$ cat src/sv/btbp_pkg.sv
// Shared constants for the transaction boundary parser: field sizes, phases and field kinds.
`timescale 1ns / 1ps
`default_nettype none
package btbp_pkg;

  localparam logic [63:0] VERSION_BYTES   = 64'd4;
  localparam logic [63:0] OUTPOINT_BYTES  = 64'd36;
  localparam logic [63:0] SEQUENCE_BYTES  = 64'd4;
  localparam logic [63:0] VALUE_BYTES     = 64'd8;
  localparam logic [63:0] LOCK_TIME_BYTES = 64'd4;

  localparam logic [7:0] VARINT_PFX_2 = 8'hfd;
  localparam logic [7:0] VARINT_PFX_4 = 8'hfe;
  localparam logic [7:0] VARINT_PFX_8 = 8'hff;
  localparam logic [7:0] MARKER_BYTE  = 8'h00;
  localparam logic [7:0] FLAG_BYTE    = 8'h01;

  typedef logic [3:0] phase_t;
  localparam phase_t PH_VERSION    = 4'd0;
  localparam phase_t PH_MARKER     = 4'd1;
  localparam phase_t PH_FLAG       = 4'd2;
  localparam phase_t PH_IN_COUNT   = 4'd3;
  localparam phase_t PH_OUTPOINT   = 4'd4;
  localparam phase_t PH_IN_SLEN    = 4'd5;
  localparam phase_t PH_IN_SCRIPT  = 4'd6;
  localparam phase_t PH_SEQUENCE   = 4'd7;
  localparam phase_t PH_OUT_COUNT  = 4'd8;
  localparam phase_t PH_VALUE      = 4'd9;
  localparam phase_t PH_OUT_SLEN   = 4'd10;
  localparam phase_t PH_OUT_SCRIPT = 4'd11;
  localparam phase_t PH_WIT_COUNT  = 4'd12;
  localparam phase_t PH_WIT_LEN    = 4'd13;
  localparam phase_t PH_WIT_DATA   = 4'd14;
  localparam phase_t PH_LOCKTIME   = 4'd15;

  typedef logic [3:0] kind_t;
  localparam kind_t KIND_VERSION  = 4'd0;
  localparam kind_t KIND_MARKER   = 4'd1;
  localparam kind_t KIND_COUNT    = 4'd2;
  localparam kind_t KIND_OUTPOINT = 4'd3;
  localparam kind_t KIND_LENGTH   = 4'd4;
  localparam kind_t KIND_SCRIPT   = 4'd5;
  localparam kind_t KIND_SEQUENCE = 4'd6;
  localparam kind_t KIND_VALUE    = 4'd7;
  localparam kind_t KIND_WITNESS  = 4'd8;
  localparam kind_t KIND_LOCKTIME = 4'd9;

endpackage
`default_nettype wire

$ cat src/sv/bitcoin_tx_boundary_parser_unit.sv
// Transaction boundary parser: field tracking per byte, registered result per request.
//
// Input channel: one stream byte per request (data_byte, start_of_tx) on in_valid/in_stall.
// start_of_tx resynchronises: the byte is taken as the first version byte.
// Output channel: one result per input request (tx_end, field_kind, is_segwit) on
// out_valid/out_stall, in request order.
// Latency: the result is presented in the cycle after the request is taken.
// Throughput: one byte per clock while in_stall is low; the parse state is updated in the same cycle the byte is
// taken, through a single level of varint decode and 64-bit count-down logic.
// in_stall is raised only while a result waits in the output register and out_stall is high;
// when the receiver takes the result, a new request can be taken in the same cycle.
// cfg_write_en writes segwit_enable (reset value 1); write it while the block is idle.
// Reset (rst, synchronous) empties the output register and returns the parser to the
// start of a version field with all counts cleared.
`timescale 1ns / 1ps
`default_nettype none
module bitcoin_tx_boundary_parser_unit (
  input  wire               clk,
  input  wire               rst,
  input  wire               cfg_write_en,
  input  wire               cfg_write_data,
  input  wire               in_valid,
  output logic              in_stall,
  input  wire  [7:0]        data_byte,
  input  wire               start_of_tx,
  output logic              out_valid,
  input  wire               out_stall,
  output logic              tx_end,
  output btbp_pkg::kind_t   field_kind,
  output logic              is_segwit
);
  import btbp_pkg::*;

  logic        segwit_enable;
  phase_t      phase, phase_next;
  logic [63:0] bytes_left, bytes_left_next;
  logic [63:0] varint_value, varint_value_next;
  logic [3:0]  varint_bytes_left, varint_bytes_left_next;
  logic [2:0]  varint_pos, varint_pos_next;
  logic [63:0] input_count_saved, input_count_saved_next;
  logic [63:0] input_count_left, input_count_left_next;
  logic [63:0] output_count_left, output_count_left_next;
  logic [63:0] witness_items_left, witness_items_left_next;
  logic        segwit_seen, segwit_seen_next;

  phase_t      ph_e, disp;
  logic [63:0] bl_e, vv_e, bl_dec, oc_dec, icl_dec, wi_dec;
  logic [3:0]  vl_e;
  logic [2:0]  vp_e;
  logic        seen_e, vdone, wit_after_outs, end_now;
  logic [63:0] vv_n;
  logic [3:0]  vl_n;
  logic [2:0]  vp_n;
  kind_t       kind;
  logic        accept;

  assign in_stall = out_valid && out_stall;
  assign accept   = in_valid && !in_stall;

  always_comb begin
    // resync view of the state
    ph_e   = start_of_tx ? PH_VERSION    : phase;
    bl_e   = start_of_tx ? VERSION_BYTES : bytes_left;
    vv_e   = start_of_tx ? 64'd0         : varint_value;
    vl_e   = start_of_tx ? 4'd0          : varint_bytes_left;
    vp_e   = start_of_tx ? 3'd0          : varint_pos;
    seen_e = start_of_tx ? 1'b0          : segwit_seen;

    bl_dec  = bl_e - 64'd1;
    oc_dec  = output_count_left - 64'd1;
    icl_dec = input_count_left - 64'd1;
    wi_dec  = witness_items_left - 64'd1;

    // varint byte
    if (vl_e == 4'd0) begin
      vp_n = 3'd0;
      if (data_byte == VARINT_PFX_8) begin
        vv_n = 64'd0; vl_n = 4'd8; vdone = 1'b0;
      end else if (data_byte == VARINT_PFX_4) begin
        vv_n = 64'd0; vl_n = 4'd4; vdone = 1'b0;
      end else if (data_byte == VARINT_PFX_2) begin
        vv_n = 64'd0; vl_n = 4'd2; vdone = 1'b0;
      end else begin
        vv_n = {56'd0, data_byte}; vl_n = 4'd0; vdone = 1'b1;
      end
    end else begin
      vv_n  = vv_e | ({56'd0, data_byte} << {vp_e, 3'b000});
      vp_n  = vp_e + 3'd1;
      vl_n  = vl_e - 4'd1;
      vdone = (vl_e == 4'd1);
    end

    phase_next              = ph_e;
    bytes_left_next         = bl_e;
    varint_value_next       = vv_e;
    varint_bytes_left_next  = vl_e;
    varint_pos_next         = vp_e;
    input_count_saved_next  = input_count_saved;
    input_count_left_next   = input_count_left;
    output_count_left_next  = output_count_left;
    witness_items_left_next = witness_items_left;
    segwit_seen_next        = seen_e;
    end_now                 = 1'b0;
    kind                    = KIND_LOCKTIME;

    // marker not taken -> input count; flag not taken -> zero inputs, output count
    disp = ph_e;
    if (ph_e == PH_MARKER && !(segwit_enable && data_byte == MARKER_BYTE)) begin
      disp = PH_IN_COUNT;
      phase_next = PH_IN_COUNT;
    end else if (ph_e == PH_FLAG && data_byte != FLAG_BYTE) begin
      disp = PH_OUT_COUNT;
      phase_next = PH_OUT_COUNT;
      input_count_saved_next = 64'd0;
      input_count_left_next  = 64'd0;
    end

    wit_after_outs = seen_e && (input_count_saved_next != 64'd0);

    case (disp)
      PH_VERSION: begin
        kind = KIND_VERSION;
        bytes_left_next = bl_dec;
        if (bl_dec == 64'd0) phase_next = segwit_enable ? PH_MARKER : PH_IN_COUNT;
      end
      PH_MARKER: begin
        kind = KIND_MARKER;
        phase_next = PH_FLAG;
      end
      PH_FLAG: begin
        kind = KIND_MARKER;
        segwit_seen_next = 1'b1;
        phase_next = PH_IN_COUNT;
      end
      PH_IN_COUNT: begin
        kind = KIND_COUNT;
        varint_value_next = vv_n; varint_bytes_left_next = vl_n; varint_pos_next = vp_n;
        if (vdone) begin
          input_count_saved_next = vv_n;
          input_count_left_next  = vv_n;
          if (vv_n == 64'd0) begin
            phase_next = PH_OUT_COUNT;
          end else begin
            phase_next = PH_OUTPOINT; bytes_left_next = OUTPOINT_BYTES;
          end
        end
      end
      PH_OUTPOINT: begin
        kind = KIND_OUTPOINT;
        bytes_left_next = bl_dec;
        if (bl_dec == 64'd0) phase_next = PH_IN_SLEN;
      end
      PH_IN_SLEN: begin
        kind = KIND_LENGTH;
        varint_value_next = vv_n; varint_bytes_left_next = vl_n; varint_pos_next = vp_n;
        if (vdone) begin
          if (vv_n == 64'd0) begin
            phase_next = PH_SEQUENCE; bytes_left_next = SEQUENCE_BYTES;
          end else begin
            phase_next = PH_IN_SCRIPT; bytes_left_next = vv_n;
          end
        end
      end
      PH_IN_SCRIPT: begin
        kind = KIND_SCRIPT;
        bytes_left_next = bl_dec;
        if (bl_dec == 64'd0) begin
          phase_next = PH_SEQUENCE; bytes_left_next = SEQUENCE_BYTES;
        end
      end
      PH_SEQUENCE: begin
        kind = KIND_SEQUENCE;
        bytes_left_next = bl_dec;
        if (bl_dec == 64'd0) begin
          input_count_left_next = icl_dec;
          if (icl_dec == 64'd0) begin
            phase_next = PH_OUT_COUNT;
          end else begin
            phase_next = PH_OUTPOINT; bytes_left_next = OUTPOINT_BYTES;
          end
        end
      end
      PH_OUT_COUNT: begin
        kind = KIND_COUNT;
        varint_value_next = vv_n; varint_bytes_left_next = vl_n; varint_pos_next = vp_n;
        if (vdone) begin
          output_count_left_next = vv_n;
          if (vv_n != 64'd0) begin
            phase_next = PH_VALUE; bytes_left_next = VALUE_BYTES;
          end else if (wit_after_outs) begin
            input_count_left_next = input_count_saved_next; phase_next = PH_WIT_COUNT;
          end else begin
            phase_next = PH_LOCKTIME; bytes_left_next = LOCK_TIME_BYTES;
          end
        end
      end
      PH_VALUE: begin
        kind = KIND_VALUE;
        bytes_left_next = bl_dec;
        if (bl_dec == 64'd0) phase_next = PH_OUT_SLEN;
      end
      PH_OUT_SLEN, PH_OUT_SCRIPT: begin
        if (disp == PH_OUT_SLEN) begin
          kind = KIND_LENGTH;
          varint_value_next = vv_n; varint_bytes_left_next = vl_n; varint_pos_next = vp_n;
        end else begin
          kind = KIND_SCRIPT;
          bytes_left_next = bl_dec;
        end
        if ((disp == PH_OUT_SLEN && vdone && vv_n != 64'd0)) begin
          phase_next = PH_OUT_SCRIPT; bytes_left_next = vv_n;
        end else if ((disp == PH_OUT_SLEN && vdone) ||
                     (disp == PH_OUT_SCRIPT && bl_dec == 64'd0)) begin
          // output finished
          output_count_left_next = oc_dec;
          if (oc_dec != 64'd0) begin
            phase_next = PH_VALUE; bytes_left_next = VALUE_BYTES;
          end else if (wit_after_outs) begin
            input_count_left_next = input_count_saved_next; phase_next = PH_WIT_COUNT;
          end else begin
            phase_next = PH_LOCKTIME; bytes_left_next = LOCK_TIME_BYTES;
          end
        end
      end
      PH_WIT_COUNT: begin
        kind = KIND_COUNT;
        varint_value_next = vv_n; varint_bytes_left_next = vl_n; varint_pos_next = vp_n;
        if (vdone) begin
          witness_items_left_next = vv_n;
          if (vv_n != 64'd0) begin
            phase_next = PH_WIT_LEN;
          end else begin
            input_count_left_next = icl_dec;
            if (icl_dec == 64'd0) begin
              phase_next = PH_LOCKTIME; bytes_left_next = LOCK_TIME_BYTES;
            end else begin
              phase_next = PH_WIT_COUNT;
            end
          end
        end
      end
      PH_WIT_LEN, PH_WIT_DATA: begin
        if (disp == PH_WIT_LEN) begin
          kind = KIND_LENGTH;
          varint_value_next = vv_n; varint_bytes_left_next = vl_n; varint_pos_next = vp_n;
        end else begin
          kind = KIND_WITNESS;
          bytes_left_next = bl_dec;
        end
        if (disp == PH_WIT_LEN && vdone && vv_n != 64'd0) begin
          phase_next = PH_WIT_DATA; bytes_left_next = vv_n;
        end else if ((disp == PH_WIT_LEN && vdone) ||
                     (disp == PH_WIT_DATA && bl_dec == 64'd0)) begin
          // witness item finished
          witness_items_left_next = wi_dec;
          if (wi_dec != 64'd0) begin
            phase_next = PH_WIT_LEN;
          end else begin
            input_count_left_next = icl_dec;
            if (icl_dec == 64'd0) begin
              phase_next = PH_LOCKTIME; bytes_left_next = LOCK_TIME_BYTES;
            end else begin
              phase_next = PH_WIT_COUNT;
            end
          end
        end
      end
      default: begin
        // lock time
        kind = KIND_LOCKTIME;
        bytes_left_next = bl_dec;
        if (bl_dec == 64'd0) end_now = 1'b1;
      end
    endcase
  end

  always_ff @(posedge clk) begin
    if (rst) begin
      segwit_enable      <= 1'b1;
      phase              <= PH_VERSION;
      bytes_left         <= VERSION_BYTES;
      varint_value       <= 64'd0;
      varint_bytes_left  <= 4'd0;
      varint_pos         <= 3'd0;
      input_count_saved  <= 64'd0;
      input_count_left   <= 64'd0;
      output_count_left  <= 64'd0;
      witness_items_left <= 64'd0;
      segwit_seen        <= 1'b0;
      out_valid          <= 1'b0;
    end else begin
      if (cfg_write_en) segwit_enable <= cfg_write_data;
      if (accept) begin
        input_count_saved  <= input_count_saved_next;
        input_count_left   <= input_count_left_next;
        output_count_left  <= output_count_left_next;
        witness_items_left <= witness_items_left_next;
        if (end_now) begin
          phase             <= PH_VERSION;
          bytes_left        <= VERSION_BYTES;
          varint_value      <= 64'd0;
          varint_bytes_left <= 4'd0;
          varint_pos        <= 3'd0;
          segwit_seen       <= 1'b0;
        end else begin
          phase             <= phase_next;
          bytes_left        <= bytes_left_next;
          varint_value      <= varint_value_next;
          varint_bytes_left <= varint_bytes_left_next;
          varint_pos        <= varint_pos_next;
          segwit_seen       <= segwit_seen_next;
        end
        out_valid <= 1'b1;
      end else if (!out_stall) begin
        out_valid <= 1'b0;
      end
    end
  end

  always_ff @(posedge clk) begin
    if (accept) begin
      tx_end     <= end_now;
      field_kind <= kind;
      is_segwit  <= segwit_seen_next;
    end
  end

endmodule
`default_nettype wire

$ cat config.mk
export PLATFORM = sky130hd
export DESIGN_NAME = bitcoin_tx_boundary_parser_unit
export DESIGN_NICKNAME = d
export VERILOG_FILES = /design/src/sv/btbp_pkg.sv /design/src/sv/bitcoin_tx_boundary_parser_unit.sv
export SDC_FILE = /design/constraint.sdc
export NUM_CORES = 2
export LEC_CHECK = 0
export BUFFER_PORTS_ARGS = -buffer_cell sky130_fd_sc_hd__buf_2
export CAP_MARGIN = 15
export CORE_ASPECT_RATIO = 1.5
export CORE_MARGIN = 8
export CORE_UTILIZATION = 40
export DETAILED_ROUTE_END_ITERATION = 16
export PLACE_DENSITY = 0.63
export SYNTH_ARGS = -nofsm -noshare
export SYNTH_HDL_FRONTEND = slang
export SYNTH_SLANG_ARGS = --single-unit
$ cat constraint.sdc
create_clock -name clk -period 11.6 [get_ports clk]
set_input_delay 0.58 -clock clk [delete_from_list [all_inputs] [get_ports clk]]
set_output_delay 0.58 -clock clk [all_outputs]
set_load 0.005 [all_outputs]
**After elaboration in Yosys (flattened, before gate mapping)**

Cells that the tools add are included.

- Word-level logic and storage cells: 206
- Input port bits: 15
- Output and inout bits: 8
- Register bits: 404

- Equal/unequal tests: 28
- Bitwise operators: 1
- Shift operators: 1
- Reductions and logical operators: 36
- Add/sub/neg operators: 6
- Multiplexer cells: 119

Operators with widths:

| operator | count |
|---|---|
| 64-bit 2-to-1 mux | 54 |
| 64-bit case mux with 9 select lines | 1 |
| 64-bit case mux with 6 select lines | 1 |
| 64-bit case mux with 2 select lines | 2 |
| 64-bit nonzero test | 4 |
| 64-bit by 1-bit subtractor with 64-bit output, second input constant | 4 |
| 64-bit zero test | 3 |
| 64-bit case mux with 3 select lines | 1 |
| 4-bit 2-to-1 mux | 27 |
| 64-bit OR | 1 |
| 8-bit by 6-bit left shift with 64-bit output | 1 |
| 4-bit case mux with 13 select lines | 1 |
| 4-bit case mux with 10 select lines | 1 |
| 4-bit == test, second input constant | 7 |
| 8-bit == test, second input constant | 3 |
| 3-bit 2-to-1 mux | 8 |
| 8-bit 2-to-1 mux | 3 |
| 4-bit by 3-bit == test with 1-bit output, second input constant | 4 |
| 15-bit OR reduction | 1 |
| 1-bit 2-to-1 mux | 13 |
| 4-bit by 1-bit == test with 1-bit output, second input constant | 3 |
| 4-bit by 2-bit == test with 1-bit output, second input constant | 3 |
| 1-bit logical AND | 12 |
| 2-bit inequality test, second input constant | 6 |
| other kinds (16) | 27 |

**Logic depth before layout (Yosys ltp)**

- Depth after elaboration: 13
- Gate-level depth with buffers: 25
- Mapped depth without buffers: 16

**Worst setup path after synthesis**

OpenSTA, ideal clock, no wires.

- Kind: input -> register
- From: input start_of_tx
- To: register bytes_left[47]
- Cell stages on the path: 23
- Data arrival time: 5,991 ps
- Library setup time: 122 ps
- Data required time: 11,478 ps
- Path slack: 5,487 ps
- Path buffers: 8
- Path through: clkinv_1 -> clkbuf_1 -> clkbuf_1 -> buf_1 -> buf_1 -> clkbuf_1 -> nand2_1 -> ha_1 -> nor3b_1 -> a211o_1 -> and2_1 -> clkbuf_1 -> a22o_1 -> or3_1 -> or2_2 -> clkbuf_1 -> nand2_1 -> clkbuf_1 -> nand2_1 -> nor2_1 -> nor2_1 -> a221o_1 -> a221o_1

- Cells in the longest elaborated chain, start to end: 13
- Elaborated cells on any way between the ends: 80
- Classes of those cells: add/sub: 1; eq/ne: 17; shift: 1; mux: 39; bitwise: 1; reduce/logical: 21

Ends and longest elaborated chain:

| item | RTL line | source |
|---|---|---|
| start, declared | bitcoin_tx_boundary_parser_unit.sv:25 | `input wire start_of_tx,` |
| parallel branches: the longest is 12 deep, another holds 64-bit by 1-bit subtractor with 64-bit output | - |  |
| 64-bit 2-to-1 mux (*) | bitcoin_tx_boundary_parser_unit.sv:298 | `if (end_now) begin` |
| end signal, assigned | bitcoin_tx_boundary_parser_unit.sv:307 | `bytes_left <= bytes_left_next;` |
| end, declared | bitcoin_tx_boundary_parser_unit.sv:36 | `logic [63:0] bytes_left, bytes_left_next;` |

Every way passes the cells marked *.
A chain may end at the register's enable or synchronous reset.

**Final worst setup path**

- From: register witness_items_left[18]
- To: register bytes_left[4]

- Cells in the longest elaborated chain, start to end: 7

Ends and longest elaborated chain:

| item | RTL line | source |
|---|---|---|
| start, declared | bitcoin_tx_boundary_parser_unit.sv:43 | `logic [63:0] witness_items_left, witness_items_left_next;` |
| start signal, assigned | bitcoin_tx_boundary_parser_unit.sv:297 | `witness_items_left <= witness_items_left_next;` |
| 64-bit by 1-bit subtractor with 64-bit output | bitcoin_tx_boundary_parser_unit.sv:72 | `wi_dec = witness_items_left - 64'd1;` |
| 64-bit nonzero test | bitcoin_tx_boundary_parser_unit.sv:256 | `if (wi_dec != 64'd0) begin` |
| 64-bit 2-to-1 mux | bitcoin_tx_boundary_parser_unit.sv:256 |  |
| 64-bit 2-to-1 mux | bitcoin_tx_boundary_parser_unit.sv:252 | `end else if ((disp == PH_WIT_LEN && vdone) \|\|` |
| 64-bit 2-to-1 mux | bitcoin_tx_boundary_parser_unit.sv:250 | `if (disp == PH_WIT_LEN && vdone && vv_n != 64'd0) begin` |
| 64-bit case mux with 9 select lines | bitcoin_tx_boundary_parser_unit.sv:120 | `case (disp)` |
| 64-bit 2-to-1 mux | bitcoin_tx_boundary_parser_unit.sv:298 |  |

No other way between the ends.

==> metrics.md <==
| Metric | Value |
|---|---|
| Share of cells above drive strength 1 | `8.357%` |
| Top cell type by total area after synthesis | `dfxtp_1` |
| Status | `finished clean` |
| Hold crit path type | `input pin to register` |
| Initial DRC Count | `6575` |
| Area Growth Syn to Fin | `7.887%` |
| Power share of the combinational group | `15.8%` |
| Switching pwr | `1.166 mW` |
| Placed cell area | `33490 um^2` |
| Fin cells | `5567` |
| Final min period | `7.197 ns` |
| Arr. time, crit path | `7.71 ns` |
| H-tree Lvls | `2` |
| Leak pwr | `12.70 nW` |
| Synth Warn # | `0` |
| Period utilisation layout | `62.04%` |
| Synth Cell Area | `32670 um^2` |
| Ports | `23` |
| Required @ worst endpoint | `12.11 ns` |
| Hold Slack | `0.1620 ns` |
| Global-route usage over all layers | `35.28%` |
| Die extent in y | `366 um` |
| Mapped Nets | `4721` |
| Crit-path slowest cell | `nor4bb_1` |
| Max Fclk | `138.9 MHz` |
| Critical path type | `register to register` |
| Grt ovf | `0` |
| Ranking of synthesized cells by area | `dfxtp_1 24%, nor2_1 7.4%, a21oi_1 5.5%` |
| Antenna viol nets, final | `0` |
| Vias/cell | `7.175` |
| Core area | `81040 um^2` |
| Fillers | `8386` |
| # DRC | `0` |
| Slew HR | `11.09%` |
| Worst-skew pair later-pin latency | `0.66 ns` |
| HPWL after DPL | `118.3 mm` |
| Inst Count DP | `5462` |
| WL per Instance | `30.71 um` |
| Die area | `91250 um^2` |
| Clk sinks | `404` |
| Post-Syn Instances | `4694` |
| Slew at the pin with the worst max-slew slack | `1.326 ns` |
| Layout net count | `4499` |
| Int Pwr | `2.559 mW` |
| Post-synth top area share | `24.39%` |
| Post-cts sizing count | `0` |
| Commonest non-fill, non-tap cell in the layout | `nor2_1` |
| Total Power Consumption | `3.725 mW` |
| Cts bufs inserted | `47` |
| Top FF cell, synth | `dfxtp_1` |
| Finish-stage setup viols | `0` |
| CTS tree | `built` |
| Post-synth EDFFs | `6` |
| Largest stage delay on the critical path | `0.87 ns` |
| CTS Buffer Depth | `3` |
| Reg area | `8148 um^2` |
| Multi-input logic area | `22820 um^2` |
| Initial antenna violation count | `13` |
| Dpl ws | `4.385 ns` |
| Critical path capture point type | `register` |
| Vias in the first global route | `35970` |
| Wirelength, routed | `170.9 mm` |
| Max Cap Violations | `0` |
| IO Port Bufs | `22` |
| Flop pwr share | `38.3%` |
| Crit-path cells | `or3_1 > nor4bb_1 > nand2_1 > o31ai_1 > nand4bb_1 > nor4_2 > nand3_1 > o41ai_4 > nand2_1 > nand3_1 > a21oi_1 > or3_1 > a22o_1` |
| Crit path launch type | `register` |
| Router iterations before antenna repair | `8` |
| Sw Share | `31.30%` |
| Most frequent cells in the layout | `629 x nor2_1, 451 x nand2_1, 398 x dfxtp_1` |
| Max-slew violation count | `0` |
| Setup Buffers After CTS | `0` |
| Final-report hold violation count | `0` |
| Clock share of power | `45.9%` |
| Seq/Total Area, Yosys | `24.94%` |
| Vias | `39940` |
| Unique masters post-synth | `111` |
| RSZ-0062 raised after global routing | `no` |
| CTS Hold Buffers Added | `0` |
| Final Util | `43.49%` |
| Crit-path max FO | `14` |
| Clock slew at reported path FFs | `0.07 ns` |
| Clock skew | `0.04258 ns` |
| Starting density of the core | `40.31%` |
| Average size of a mapped cell | `6.959 um^2` |
| Largest net degree at the start of global routing | `107` |
| Ys async rst share | `0%` |
| VDD IR max | `0.1200 mV` |
| Clock root buffer master | `clkbuf_16` |
| Global-route wire length before repair | `247.9 mm` |
| GPL Wtd Cong | `1.044` |
| Power per cell area | `105.7 nW/um^2` |
| Row count | `128` |
| Post-synthesis register bit count | `404` |
| Die W | `249.3 um` |
| Final Cell Area | `35240 um^2` |
| Fin worst setup slack | `4.403 ns` |
| Setup TNS | `0 ns` |
==> registers in the layout, indices dropped and copies added, names as in the netlist <==
name and count:
segwit_seen 1, is_segwit 1, varint_value 64, bytes_left 64
input_count_saved 64, field_kind 4, segwit_enable 1, witness_items_left 64
out_valid 1, phase 4, output_count_left 64, varint_bytes_left 4
input_count_left 64, varint_pos 3, tx_end 1
==> layer usage <==
layer | vias to the layer above | GRT usage, % | share of wire, %
met3 | 842 | 8.066 | 11
met5 | - | 0 | 0.017
met2 | 3022 | 54.85 | 43
met1 | 18840 | 41.20 | 35
met4 | 4 | 29.00 | 10
li1 | 17240 | - | -
==> final timing paths <==
check	from	endpoint	slack, ns	cells past startpoint
worst min-delay path	in_valid	out_valid$_SDFFE_PP0P_	0.16	3
worst max register to register	witness_items_left[18]$_SDFFE_PP0P_	bytes_left[4]$_SDFFE_PP0P_	4.40	13
worst min register to register	segwit_seen$_SDFFE_PP0P_	segwit_seen$_SDFFE_PP0P_	0.47	2
worst max-delay path	witness_items_left[18]$_SDFFE_PP0P_	bytes_left[4]$_SDFFE_PP0P_	4.40	13
==> worst max-delay path: cells and delay by family, from the launching register on <==
family,cells,cell delay (ns)
and+or+nand+nor,9,4.80
AOI/OAI and AO/OA,4,1.88
DFF,1,0.38
==> power groups by stage <==
stage | logic [mW] | registers [mW] | clock network, mW
finish | 0.589 | 1.43 | 1.71
global route | 0.614 | 1.43 | 1.76
CTS | 0.560 | 1.43 | 1.71
detailed placement | 0.558 | 1.46 | 0
global placement | 0.559 | 1.46 | 0
floorplan | 0.398 | 1.44 | 0
==> cell families (layout without fill, tap and decap cells) <==
logic type | after synthesis | after routing | share of synthesized area [%]
AOI/OAI and AO/OA | 1557 | 1557 | 31.43
xor gates and xnor gates | 149 | 149 | 3.995
other | 0 | 16 | 0
and+or+nand+nor | 2067 | 2067 | 32.22
muxes | 37 | 37 | 1.164
adders and majority gates | 12 | 12 | 0.4596
buffers and inverters | 468 | 285 | 5.784
DFF | 404 | 404 | 24.94
==> final cells by class <==
class	instances	share of cell area (%)
timing repair buffer	142	2.904
clock inverter	20	0.8698
multi-input combinational	3822	64.75
antenna	16	0.1136
tap	1040	3.692
clock buffer	68	3.962
inverter	55	0.5858
sequential	404	23.12
==> synthesized netlist by cell type, types with 29 or more instances <==
library cell / instances
xnor2_1: 76
a221oi_1: 30
nand4_1: 83
dfxtp_1: 398
or4_1: 56
or2_2: 29
xor2_1: 73
o21ai_0: 354
a211oi_1: 48
nand2_1: 454
o31ai_1: 42
buf_2: 44
nor2b_1: 47
nor2_1: 648
mux2i_1: 29
a21oi_1: 359
inv_1: 52
or3_1: 64
nand3_1: 115
nor4_1: 157
a31oi_1: 74
o22ai_1: 65
and3_1: 38
o211ai_1: 44
a22oi_1: 225
a221o_1: 44
nor3_1: 176
clkbuf_1: 336
(Power assumes the default switching activity.)
